**src/rtl/core/aps_pkg.sv**
```systemverilog
// Shared types and codes for the aging priority scheduler.
package aps_pkg;

  typedef enum logic [2:0] {
    OP_ADD    = 3'd0,
    OP_SELECT = 3'd1,
    OP_MOVE   = 3'd2,
    OP_REMOVE = 3'd3,
    OP_SETPRI = 3'd4
  } op_e;

  typedef enum logic [1:0] {
    ST_OK        = 2'd0,
    ST_FULL      = 2'd1,
    ST_NOT_FOUND = 2'd2,
    ST_EMPTY     = 2'd3
  } status_e;

  localparam logic signed [7:0] DYN_FLOOR = 8'sh80;

  typedef struct packed {
    logic [7:0]        id;
    logic signed [5:0] stat;
    logic signed [7:0] dyn;
  } entry_t;

  // Search wave handed from cell to cell: best or first-matching entry so far.
  typedef struct packed {
    logic   found;
    entry_t ent;
  } wave_t;

  // Broadcast command; act is high for one cycle when a successful item commits.
  typedef struct packed {
    logic              act;
    logic [2:0]        op;
    logic [7:0]        task_id;
    logic signed [5:0] prio;
  } cmd_t;

endpackage

```
**src/rtl/core/aps_cell.sv**
```systemverilog
// One ready-list slot: holds an entry, forwards the search wave, applies commits.
module aps_cell #(
  parameter int MAX_TASKS = 16,
  parameter int IDX       = 0
) (
  input  logic                             clk,
  input  aps_pkg::cmd_t                    cmd,
  input  logic [$clog2(MAX_TASKS+1)-1:0]   count,
  input  logic [$clog2(MAX_TASKS)-1:0]     sel_idx,
  input  logic [$clog2(MAX_TASKS)-1:0]     last_idx,
  input  aps_pkg::entry_t                  carry,
  input  aps_pkg::entry_t                  nbr,
  output aps_pkg::entry_t                  ent,
  input  aps_pkg::wave_t                   wave_in,
  input  logic [$clog2(MAX_TASKS)-1:0]     wave_in_idx,
  output aps_pkg::wave_t                   wave_out,
  output logic [$clog2(MAX_TASKS)-1:0]     wave_out_idx
);

  localparam int IW = $clog2(MAX_TASKS);
  localparam int CW = $clog2(MAX_TASKS + 1);
  localparam logic [IW-1:0] MY_I = IW'(IDX);
  localparam logic [CW-1:0] MY_C = CW'(IDX);

  aps_pkg::entry_t ent_r, ent_nxt;
  aps_pkg::wave_t  wave_r, wave_nxt;
  logic [IW-1:0]   widx_r, widx_nxt;
  logic            valid;
  logic            take;

  assign valid = (MY_C < count);

  always_comb begin
    take = 1'b0;
    if (cmd.op == aps_pkg::OP_SELECT) begin
      take = valid && (!wave_in.found || (ent_r.dyn < wave_in.ent.dyn));
    end else begin
      take = valid && !wave_in.found && (ent_r.id == cmd.task_id);
    end
    if (take) begin
      wave_nxt.found = 1'b1;
      wave_nxt.ent   = ent_r;
      widx_nxt       = MY_I;
    end else begin
      wave_nxt = wave_in;
      widx_nxt = wave_in_idx;
    end
  end

  always_comb begin
    ent_nxt = ent_r;
    if (cmd.act) begin
      case (cmd.op)
        aps_pkg::OP_ADD: begin
          if (MY_C == count) begin
            ent_nxt.id   = cmd.task_id;
            ent_nxt.stat = cmd.prio;
            ent_nxt.dyn  = {{2{cmd.prio[5]}}, cmd.prio};
          end
        end
        aps_pkg::OP_SELECT: begin
          if (valid) begin
            if (MY_I == sel_idx) begin
              ent_nxt.dyn = {{2{ent_r.stat[5]}}, ent_r.stat};
            end else if (ent_r.dyn != aps_pkg::DYN_FLOOR) begin
              ent_nxt.dyn = ent_r.dyn - 8'sd1;
            end
          end
        end
        aps_pkg::OP_MOVE: begin
          if (MY_I >= sel_idx && MY_I < last_idx) begin
            ent_nxt = nbr;
          end else if (MY_I == last_idx) begin
            ent_nxt = carry;
          end
        end
        aps_pkg::OP_REMOVE: begin
          // close the gap toward the head
          if (MY_I >= sel_idx && MY_I < last_idx) begin
            ent_nxt = nbr;
          end
        end
        aps_pkg::OP_SETPRI: begin
          if (MY_I == sel_idx) begin
            ent_nxt.stat = cmd.prio;
            ent_nxt.dyn  = {{2{cmd.prio[5]}}, cmd.prio};
          end
        end
        default: begin
          ent_nxt = ent_r;
        end
      endcase
    end
  end

  always_ff @(posedge clk) begin
    ent_r  <= ent_nxt;
    wave_r <= wave_nxt;
    widx_r <= widx_nxt;
  end

  assign ent          = ent_r;
  assign wave_out     = wave_r;
  assign wave_out_idx = widx_r;

endmodule

```
**src/rtl/core/aging_priority_scheduler_core.sv**
```systemverilog
// Top level of the aging priority scheduler: command sequencer over a chain of slot cells.
//
//   channel | direction | ports
//   --------+-----------+------------------------------------------------
//   in      | input     | in_valid, in_ready, in_operation, in_task_id,
//           |           | in_priority_req
//   out     | output    | out_valid, out_ready, out_status, out_chosen_id,
//           |           | out_chosen_priority
//
// Add: the item goes from accept straight to the commit state; it needs no search.
// Other items: the item passes through the scan state while the search wave advances
// one cell per cycle along the chain, then goes to the commit state.
// One item is in work at a time; a new item is taken while a result waits in
// the output register. A stalled output holds the commit until the result is taken.
// Reset clears the entry count and control; slot contents are not cleared.
module aging_priority_scheduler_core #(
  parameter int MAX_TASKS = 16
) (
  input  logic              clk,
  input  logic              rst_n,
  input  logic              in_valid,
  output logic              in_ready,
  input  logic [2:0]        in_operation,
  input  logic [7:0]        in_task_id,
  input  logic signed [5:0] in_priority_req,
  output logic              out_valid,
  input  logic              out_ready,
  output logic [1:0]        out_status,
  output logic [7:0]        out_chosen_id,
  output logic signed [5:0] out_chosen_priority
);

  localparam int IW = $clog2(MAX_TASKS);
  localparam int CW = $clog2(MAX_TASKS + 1);
  localparam logic [CW-1:0] FULL_COUNT = CW'(MAX_TASKS);
  localparam logic [IW-1:0] SCAN_LAST  = IW'(MAX_TASKS - 1);

  typedef enum logic [1:0] {
    S_IDLE,
    S_SCAN,
    S_COMMIT
  } state_t;

  state_t            state_r;
  logic [2:0]        op_r;
  logic [7:0]        id_r;
  logic signed [5:0] prio_r;
  logic [CW-1:0]     count_r, count_nxt;
  logic [IW-1:0]     scan_cnt_r;
  logic              out_valid_r;
  logic [1:0]        status_r;
  logic [7:0]        chosen_id_r;
  logic signed [5:0] chosen_prio_r;

  aps_pkg::entry_t ent_w  [MAX_TASKS];
  aps_pkg::wave_t  wave_w [MAX_TASKS+1];
  logic [IW-1:0]   widx_w [MAX_TASKS+1];

  aps_pkg::cmd_t   cmd;
  logic            can_out;
  logic            success;
  aps_pkg::status_e status_c;
  logic [IW-1:0]   last_idx;
  aps_pkg::wave_t  result;

  assign wave_w[0] = '0;
  assign widx_w[0] = '0;
  assign result    = wave_w[MAX_TASKS];
  assign last_idx  = IW'(count_r - 1'b1);
  assign can_out   = !out_valid_r || out_ready;

  always_comb begin
    status_c = aps_pkg::ST_OK;
    case (op_r)
      aps_pkg::OP_ADD: begin
        if (count_r == FULL_COUNT) status_c = aps_pkg::ST_FULL;
      end
      aps_pkg::OP_SELECT: begin
        if (count_r == '0) status_c = aps_pkg::ST_EMPTY;
      end
      aps_pkg::OP_MOVE, aps_pkg::OP_REMOVE, aps_pkg::OP_SETPRI: begin
        if (!result.found) status_c = aps_pkg::ST_NOT_FOUND;
      end
      default: begin
        status_c = aps_pkg::ST_OK;
      end
    endcase
  end

  assign success = (status_c == aps_pkg::ST_OK);

  always_comb begin
    cmd.act     = (state_r == S_COMMIT) && can_out && success;
    cmd.op      = op_r;
    cmd.task_id = id_r;
    cmd.prio    = prio_r;
  end

  always_comb begin
    count_nxt = count_r;
    if (cmd.act) begin
      if (op_r == aps_pkg::OP_ADD) begin
        count_nxt = count_r + 1'b1;
      end else if (op_r == aps_pkg::OP_REMOVE) begin
        count_nxt = count_r - 1'b1;
      end
    end
  end

  genvar g;
  generate
    for (g = 0; g < MAX_TASKS; g++) begin : g_cell
      aps_pkg::entry_t nbr;
      if (g < MAX_TASKS - 1) begin : g_mid
        assign nbr = ent_w[g+1];
      end else begin : g_end
        assign nbr = '0;
      end
      aps_cell #(
        .MAX_TASKS (MAX_TASKS),
        .IDX       (g)
      ) u_cell (
        .clk          (clk),
        .cmd          (cmd),
        .count        (count_r),
        .sel_idx      (widx_w[MAX_TASKS]),
        .last_idx     (last_idx),
        .carry        (result.ent),
        .nbr          (nbr),
        .ent          (ent_w[g]),
        .wave_in      (wave_w[g]),
        .wave_in_idx  (widx_w[g]),
        .wave_out     (wave_w[g+1]),
        .wave_out_idx (widx_w[g+1])
      );
    end
  endgenerate

  always_ff @(posedge clk) begin
    if (!rst_n) begin
      state_r     <= S_IDLE;
      count_r     <= '0;
      scan_cnt_r  <= '0;
      out_valid_r <= 1'b0;
    end else begin
      count_r <= count_nxt;
      if (out_valid_r && out_ready && state_r != S_COMMIT) out_valid_r <= 1'b0;
      case (state_r)
        S_IDLE: begin
          if (in_valid) begin
            op_r       <= in_operation;
            id_r       <= in_task_id;
            prio_r     <= in_priority_req;
            scan_cnt_r <= '0;
            // add needs no search
            if (in_operation == aps_pkg::OP_ADD) state_r <= S_COMMIT;
            else                                  state_r <= S_SCAN;
          end
        end
        S_SCAN: begin
          if (scan_cnt_r == SCAN_LAST) begin
            state_r <= S_COMMIT;
          end else begin
            scan_cnt_r <= scan_cnt_r + 1'b1;
          end
        end
        S_COMMIT: begin
          if (can_out) begin
            out_valid_r <= 1'b1;
            status_r    <= status_c;
            if (op_r == aps_pkg::OP_SELECT && success) begin
              chosen_id_r   <= result.ent.id;
              chosen_prio_r <= result.ent.stat;
            end else begin
              chosen_id_r   <= '0;
              chosen_prio_r <= '0;
            end
            state_r <= S_IDLE;
          end
        end
        default: begin
          state_r <= S_IDLE;
        end
      endcase
    end
  end

  assign in_ready            = (state_r == S_IDLE);
  assign out_valid           = out_valid_r;
  assign out_status          = status_r;
  assign out_chosen_id       = chosen_id_r;
  assign out_chosen_priority = chosen_prio_r;

endmodule
```
**config.mk**
```make
export PLATFORM = sky130hd
export DESIGN_NAME = aging_priority_scheduler_core
export DESIGN_NICKNAME = d
export VERILOG_FILES = /design/src/rtl/core/aps_pkg.sv /design/src/rtl/core/aps_cell.sv /design/src/rtl/core/aging_priority_scheduler_core.sv
export SDC_FILE = /design/constraint.sdc
export NUM_CORES = 2
export LEC_CHECK = 0
export BUFFER_PORTS_ARGS = -buffer_cell sky130_fd_sc_hd__buf_2
export CAP_MARGIN = 20
export CORE_UTILIZATION = 40
export CTS_CLUSTER_DIAMETER = 50
export CTS_CLUSTER_SIZE = 20
export DETAILED_ROUTE_END_ITERATION = 7
export GPL_ROUTABILITY_DRIVEN = 1
export MAX_ROUTING_LAYER = met4
export PLACE_DENSITY = 0.55
export REMOVE_ABC_BUFFERS = 1
export SLEW_MARGIN = 20
export SYNTH_ARGS = -nofsm -noshare
export SYNTH_HDL_FRONTEND = slang
export SYNTH_SLANG_ARGS = --single-unit
```
**constraint.sdc**
```tcl
create_clock -name clk -period 6.5 [get_ports clk]
set_clock_uncertainty 0.05 [all_clocks]
set_input_delay 0.65 -clock clk [delete_from_list [all_inputs] [get_ports clk]]
set_output_delay 0.65 -clock clk [all_outputs]
set_load 0.02 [all_outputs]
```
=== After elaboration in Yosys (flattened, before gate mapping) ===
Cells that the tools add are included.

* Bits in registers: 814
* Latch bits: 0
* RAM bits: 0
* Memory bits (read-only): 0
* Input port bits: 21
* Output and inout port bits: 18
* Logic and storage cells: 796
* Memories: 0

* Add/sub/neg operators: 19
* Multipliers: 0
* Divide/modulo/power cells: 0
* $lt $le $gt $ge: 63
* Eq/ne operators: 186
* Shift-type cells: 0
* Multiplexer cells: 226
* Bitwise logic cells: 0
* Reductions and logical operators: 165

{| class="wikitable"
|+ Operators by type and width
! kind !! count
|-
| $mux 22 || 79
|-
| $pmux 8 s5 || 16
|-
| $mux 8 || 48
|-
| $pmux 6 s4 || 16
|-
| $pmux 8 s3 || 16
|-
| $mux 14 || 16
|-
| $eq 8x8->1 || 16
|-
| $ne 8x8->1 const B || 16
|-
| $reduce_and 8->1 || 16
|-
| $sub 8x2->8 const B || 16
|-
| $ne 2x1->1 const B || 63
|-
| $lt 8x8->1 || 15
|-
| $ne 3x1->1 const B || 32
|-
| $reduce_and 6->1 || 16
|-
| $reduce_and 5->1 || 16
|-
| $logic_and 1x1->1 || 67
|-
| $eq 4x4->1 const A || 16
|-
| $eq 4x5->1 const A || 8
|-
| $lt 4x5->1 const A || 8
|-
| $eq 3x4->1 const A || 8
|-
| $ge 4x4->1 const A || 8
|-
| $lt 4x4->1 const A || 8
|-
| $mux 23 || 1
|-
| $mux 1 || 21
|-
| 43 further kinds || 117
|}

=== Logic depth before layout (Yosys ltp) ===
* Word-level depth: 6
* Gate-level depth with buffers: 13
* Depth with buffers taken out: 8

=== Modules after synthesis ===
From an unflattened synthesis, not the netlist that was laid out.

* Cells, all modules: 4362
* Area, all modules: 46040.4 um2

{| class="wikitable"
|+ Modules (own cells, without submodules)
! module !! times used !! cells an instance !! area each (um2) !! seq. area each (um2)
|-
| aps_cell (g_cell[5].u_cell) || 1 || 333 || 3011.6 || 1201.2
|-
| aps_cell (g_cell[12].u_cell) || 1 || 268 || 2811.4 || 1201.2
|-
| aps_cell (g_cell[8].u_cell) || 1 || 264 || 2792.7 || 1201.2
|-
| aps_cell (g_cell[0].u_cell) || 1 || 262 || 2786.4 || 1201.2
|-
| aps_cell (g_cell[11].u_cell) || 1 || 260 || 2776.4 || 1201.2
|-
| aps_cell (g_cell[2].u_cell) || 1 || 261 || 2770.2 || 1201.2
|-
| aps_cell (g_cell[10].u_cell) || 1 || 259 || 2755.1 || 1201.2
|-
| aps_cell (g_cell[9].u_cell) || 1 || 259 || 2746.4 || 1201.2
|-
| aps_cell (g_cell[4].u_cell) || 1 || 262 || 2745.1 || 1201.2
|-
| aps_cell (g_cell[13].u_cell) || 1 || 252 || 2732.6 || 1201.2
|-
| aps_cell (g_cell[15].u_cell) || 1 || 263 || 2720.1 || 1201.2
|-
| aps_cell (g_cell[1].u_cell) || 1 || 259 || 2717.6 || 1201.2
|-
| aps_cell (g_cell[6].u_cell) || 1 || 251 || 2710.1 || 1201.2
|-
| aps_cell (g_cell[7].u_cell) || 1 || 253 || 2708.8 || 1201.2
|-
| +3 rows || n/a || n/a || n/a || n/a
|}

=== Worst setup path after synthesis ===
Ideal clock, no wire load.

* Kind: register to register
* From: register count_r[1]
* To: register g_cell[3].u_cell.ent_r (netlist bit g_cell[3].u_cell.ent[0]), enable pin
* Library setup time: 419 ps
* Data arrival time: 3635 ps
* Data required time: 6031 ps
* Slack: 2396 ps
* Stages on the path, launching flop included: 11
* Path buffers: 4
* Period minus slack after synthesis: 4104 ps
* Cells stage by stage: dfxtp_1 buf_6 clkbuf_1 inv_1 ha_1 buf_2 clkbuf_1 o41a_1 o211ai_1 nand2_1 a2111oi_0

* Longest elaborated chain between the ends: 6
* Elaborated cells on any way between the ends: 18
* Those cells by class: add/sub (1); order compare (2); eq/ne (7); mux (3); reduce/logical (5)

{| class="wikitable"
|+ RTL lines
! what !! line !! RTL
|-
| start, declared || aging_priority_scheduler_core.sv:48 || <nowiki>logic [CW-1:0] count_r, count_nxt;</nowiki>
|-
| start signal, assigned || aging_priority_scheduler_core.sv:146 || <nowiki>count_r <= count_nxt;</nowiki>
|-
| parallel branches: the longest is 5 deep, another holds $sub 5x1->5 || n/a ||
|-
| $reduce_and 8->1 (no source line) * || n/a ||
|-
| end signal, assigned || aps_cell.sv:97 || <nowiki>ent_r <= ent_nxt;</nowiki>
|-
| end, declared || aps_cell.sv:25 || <nowiki>aps_pkg::entry_t ent_r, ent_nxt;</nowiki>
|}

Every way passes the cells marked *.
A chain may end at the register's enable or synchronous reset.

=== Worst setup path after layout ===
* From: register count_r[1]
* To: register g_cell[11].u_cell.ent_r (netlist bit g_cell[11].u_cell.ent[4]), enable pin

* Longest elaborated chain between the ends: 6
* Elaborated cells on any way between the ends: 18
* Those cells by class: add/sub (1); order compare (2); eq/ne (7); mux (3); reduce/logical (5)

{| class="wikitable"
|+ RTL lines
! what !! line
|-
| parallel branches: the longest is 5 deep, another holds $sub 5x1->5 || n/a
|-
| $reduce_and 8->1 (no source line) * || n/a
|-
| end signal, assigned || aps_cell.sv:97
|-
| end, declared || aps_cell.sv:25
|}

Marked as above.

==> results.txt <==
----------------------------------------------------
[CTS]
  Root Buffer Master ... clkbuf_16
  Clock sink count ... 814
  CTS tree ... built
  Largest buffer count on any clock path ... 3
  Clock latency on the worst-skew pair ... roughly 700 ps
  Total setup buffers inserted after CTS ... 0
  Number of H-tree levels ... 3
  Number of buffers inserted by hold repair at cts ... 0
  PostCTS Resize Cnt ... 0
  Number of CTS-inserted buffers ... 99
  Clock transition at the registers of the reported paths ... approximately 60 ps

[Routing]
  DRC Markers ... 0
  First DRT Iteration DRCs ... 3,564
  Mean routed wirelength per cell ... 28.0 µm
  Number of vias in the routed layout ... around 33,000
  Via count normalized by instance count ... around 6
  Total Routed Length ... 153 mm
  Detailed-routing iteration count for the pre-antenna-repair pass ... 8
  Remaining antenna violation count after routing ... 0

[STA]
  Number of hold violations in the final report ... 0
  Smallest hold slack ... 91.4 ps
  Unrepaired setup endpoints after global routing ... false
  Measured slew at the worst slew-check pin ... between 1000 and 1500 ps
  Total setup violations reported at the end of the flow ... 0
  Number of slew-limit violations in the final report ... 0
  Final Cycle Share ... 0.720
  Slew HR ... 0.195
  FMAX ... ~210 MHz
  Final period demand of the worst path ... between 4000 and 5000 ps
  Aggregate negative setup slack ... 0 ps

[Global route]
  Met1 Usage GRT ... 0.408
  Number of global-route vias before repair ... 31,100
  GR Overflow Total ... 0
  Global routing's busiest layer ... met2
  Global-route met2 utilization ... 0.439
  Largest net degree at the start of global routing ... between 150 and 200
  Initial antenna violation count ... 4
  Met3 demand-to-capacity share in global routing ... 0.0508
  Global-route total usage across every layer ... 0.299
  First-pass GRT wire length ... roughly 220 mm

[Worst setup path]
  Largest fanout on the critical path ... 21
  Required arrival time at the worst endpoint ... approximately 6800 ps
  R2R cell count ... 8
  FF-to-FF End ... g_cell[11].u_cell.ent[4]
  Worst r2r src ... count_r[1]
  Crit. Startpoint ... count_r[1]
  Endpoint kind of the worst setup timing path ... register
  Setup CP Type ... register to register
  Data arrival time of the worst path ... between 4000 and 5000 ps
  Register-to-register setup slack ... around 1800 ps
  Startpoint kind of the worst setup timing path ... register
  Worst setup path endpoint ... g_cell[11].u_cell.ent[4]

[Yosys]
  Share of flip-flops with an asynchronous set or reset ... 0
  Netlist Area Pre-Place ... between 40,000 and 50,000 µm²
  Cell accounting for the most synthesized area ... edfxtp_1
  Number of enable flip-flop cells after synthesis ... slightly below 400
  Cell types with the largest area share after synthesis ... edfxtp_1 (28%), dfxtp_1 (21%), mux2_2 (8.0%), ha_1 (4.4%), nand2_1 (4.2%)
  Top cell types by occurrence after synthesis ... nand2_1 (456), dfxtp_1 (429), edfxtp_1 (385)
  Most frequently used flop master after synthesis ... dfxtp_1
  Most repeated cell in the gate-level netlist after synthesis ... nand2_1
  Share of synthesized area occupied by flip-flops and latches ... 0.489
  Number of standard cells after synthesis ... between 4,000 and 5,000
  Total of warnings raised by yosys ... 0
  Share of the synthesized area in the top cell type ... 0.281
  Library cells used by synthesis ... just over 90
  Number of register bits inferred by synthesis ... 814
  Mapped Avg Cell Area ... approximately 10 µm²

[Layout]
  Fraction of final layout cells with drive strength greater than 1 ... 0.167
  Layout fillers ... around 10,000
  Area of combinational cells with multiple inputs ... about 19,000 µm²
  Syn-to-layout area delta ... 12.7%
  Final non-filler cell area ... 46,400 µm²
  Sequential cell area ... 20,200 µm²
  Final net count ... 4,171

[Pwr]
  Max VDD drop ... roughly 0.00023 V
  Reported leakage power ... 0.0177 µW
  Total power per unit cell area ... about 270 nW/µm²

[Hold path]
  Kind of path behind the tightest hold check ... input pin to register

[Place]
  IO buf count ... 38
  Final weighted congestion of routability-driven global placement ... about 1
  Detailed placer's ending HPWL ... roughly 110 mm
  Standard cell area after detailed placement ... 42,800 µm²

[Die]
  IO Count ... 39
  Area of the core region ... about 100,000 µm²
  Number of placement rows ... about 120
  Die Area ... 104,000 µm²
  Starting Density ... 0.404
  Horizontal die dimension ... 323 µm
  Overall die height ... approximately 320 µm

[Run]
  Max-cap viol count ... 0

[Status]
  Outcome ... finished, final reports clean

----------------------------------------------------
==> cells by family (layout without fill, tap and decap cells) <==
group | count (synthesis) | in the layout | synth area share
adders and majority gates | 144 | 144 | 0.0438
other | 0 | 3 | 0
DFF | 814 | 814 | 0.489
muxes | 397 | 397 | 0.106
and+or+nand+nor | 1180 | 1180 | 0.134
buffers and inverters | 453 | 500 | 0.0446
AOI/OAI and AO/OA | 825 | 825 | 0.133
xor gates and xnor gates | 230 | 230 | 0.0489
==> report_power, final <==
group | switching [µW] | total [µW] | internal, µW
clock | 2460 | 5890 | 3430
combinational | 698 | 1040 | 346
sequential | 166 | 5700 | 5540
==> how the worst min path moves through the flow <==
stage | start | to | slack, ps | depth (start not counted)
after floorplan | g_cell[9].u_cell.wave_out_idx[1] | g_cell[10].u_cell.wave_out_idx[1] | 340 | 1
final | in_priority_req[1] | prio_r[1] | 90 | 1
after detailed placement | g_cell[13].u_cell.wave_out_idx[3] | g_cell[14].u_cell.wave_out_idx[3] | 340 | 1
after global placement | g_cell[12].u_cell.wave_out_idx[2] | g_cell[13].u_cell.wave_out_idx[2] | 340 | 1
after CTS | in_task_id[1] | id_r[1] | 70 | 1
after global routing | in_task_id[1] | id_r[1] | 80 | 1
==> per-layer routing <==
| metal | up-vias | part of all wire |
|---|---|---|
| met3 | 324 | 0.085 |
| met5 | - | 0 |
| met1 | 16200 | 0.44 |
| met2 | 1616 | 0.43 |
| li1 | 14600 | - |
| met4 | 0 | 0.044 |
==> per-stage QoR <==
| step | setup slack, ps | total power (µW) | cells | util |
|---|---|---|---|---|
| CTS | 1970 | 12700 | 5456 | 0.454 |
| global placement | 1970 | 6820 | 5270 | 0.420 |
| global route | 1600 | 13000 | 5459 | 0.455 |
| detailed placement | 1980 | 6820 | 5271 | 0.420 |
| finish | 1820 | 12600 | 5461 | 0.455 |
| floorplan | -2940 | 6360 | 3772 | - |
==> cell type report <==
cell class              instances  area share
well taps                    1368      0.0369
flip-flops and latches        814       0.434
clock buffers                 113      0.0582
clock inverters                72      0.0172
multi-input cells            2776       0.418
repair buffers                133      0.0210
inverters                     182      0.0147
diodes                          3    0.000162
==> state kept, by name, summed over array words and instances (netlist names) <==
register	flops
count_r	5
op_r	3
out_chosen_priority	6
g_cell.u_cell.wave_out	368
id_r	8
out_status	2
state_r	2
out_valid	1
scan_cnt_r	4
g_cell.u_cell.ent	352
g_cell.u_cell.wave_out_idx	49
prio_r	6
out_chosen_id	8
==> critical path, cell delays in order (launching register included) <==
cell and delay, ps:
dfxtp_1 840, inv_1 220, ha_1 510, xnor2_1 940, nor2_1 120, a211oi_1 240, o22ai_1 150, a31o_2 330
nor3_1 890
==> cell usage in the layout (no fill, tap or decap), types with 93 or more instances in the layout <==
cell type	instances
edfxtp_1	385
inv_1	182
ha_1	144
nor3_1	93
a21oi_1	180
xor2_1	130
xnor2_1	100
dfxtp_1	428
nor2_1	250
mux2_2	294
nand2_1	456
clkbuf_16	106
a31oi_1	159
o21ai_0	154
No activity file was read; power rests on OpenSTA's default activity.
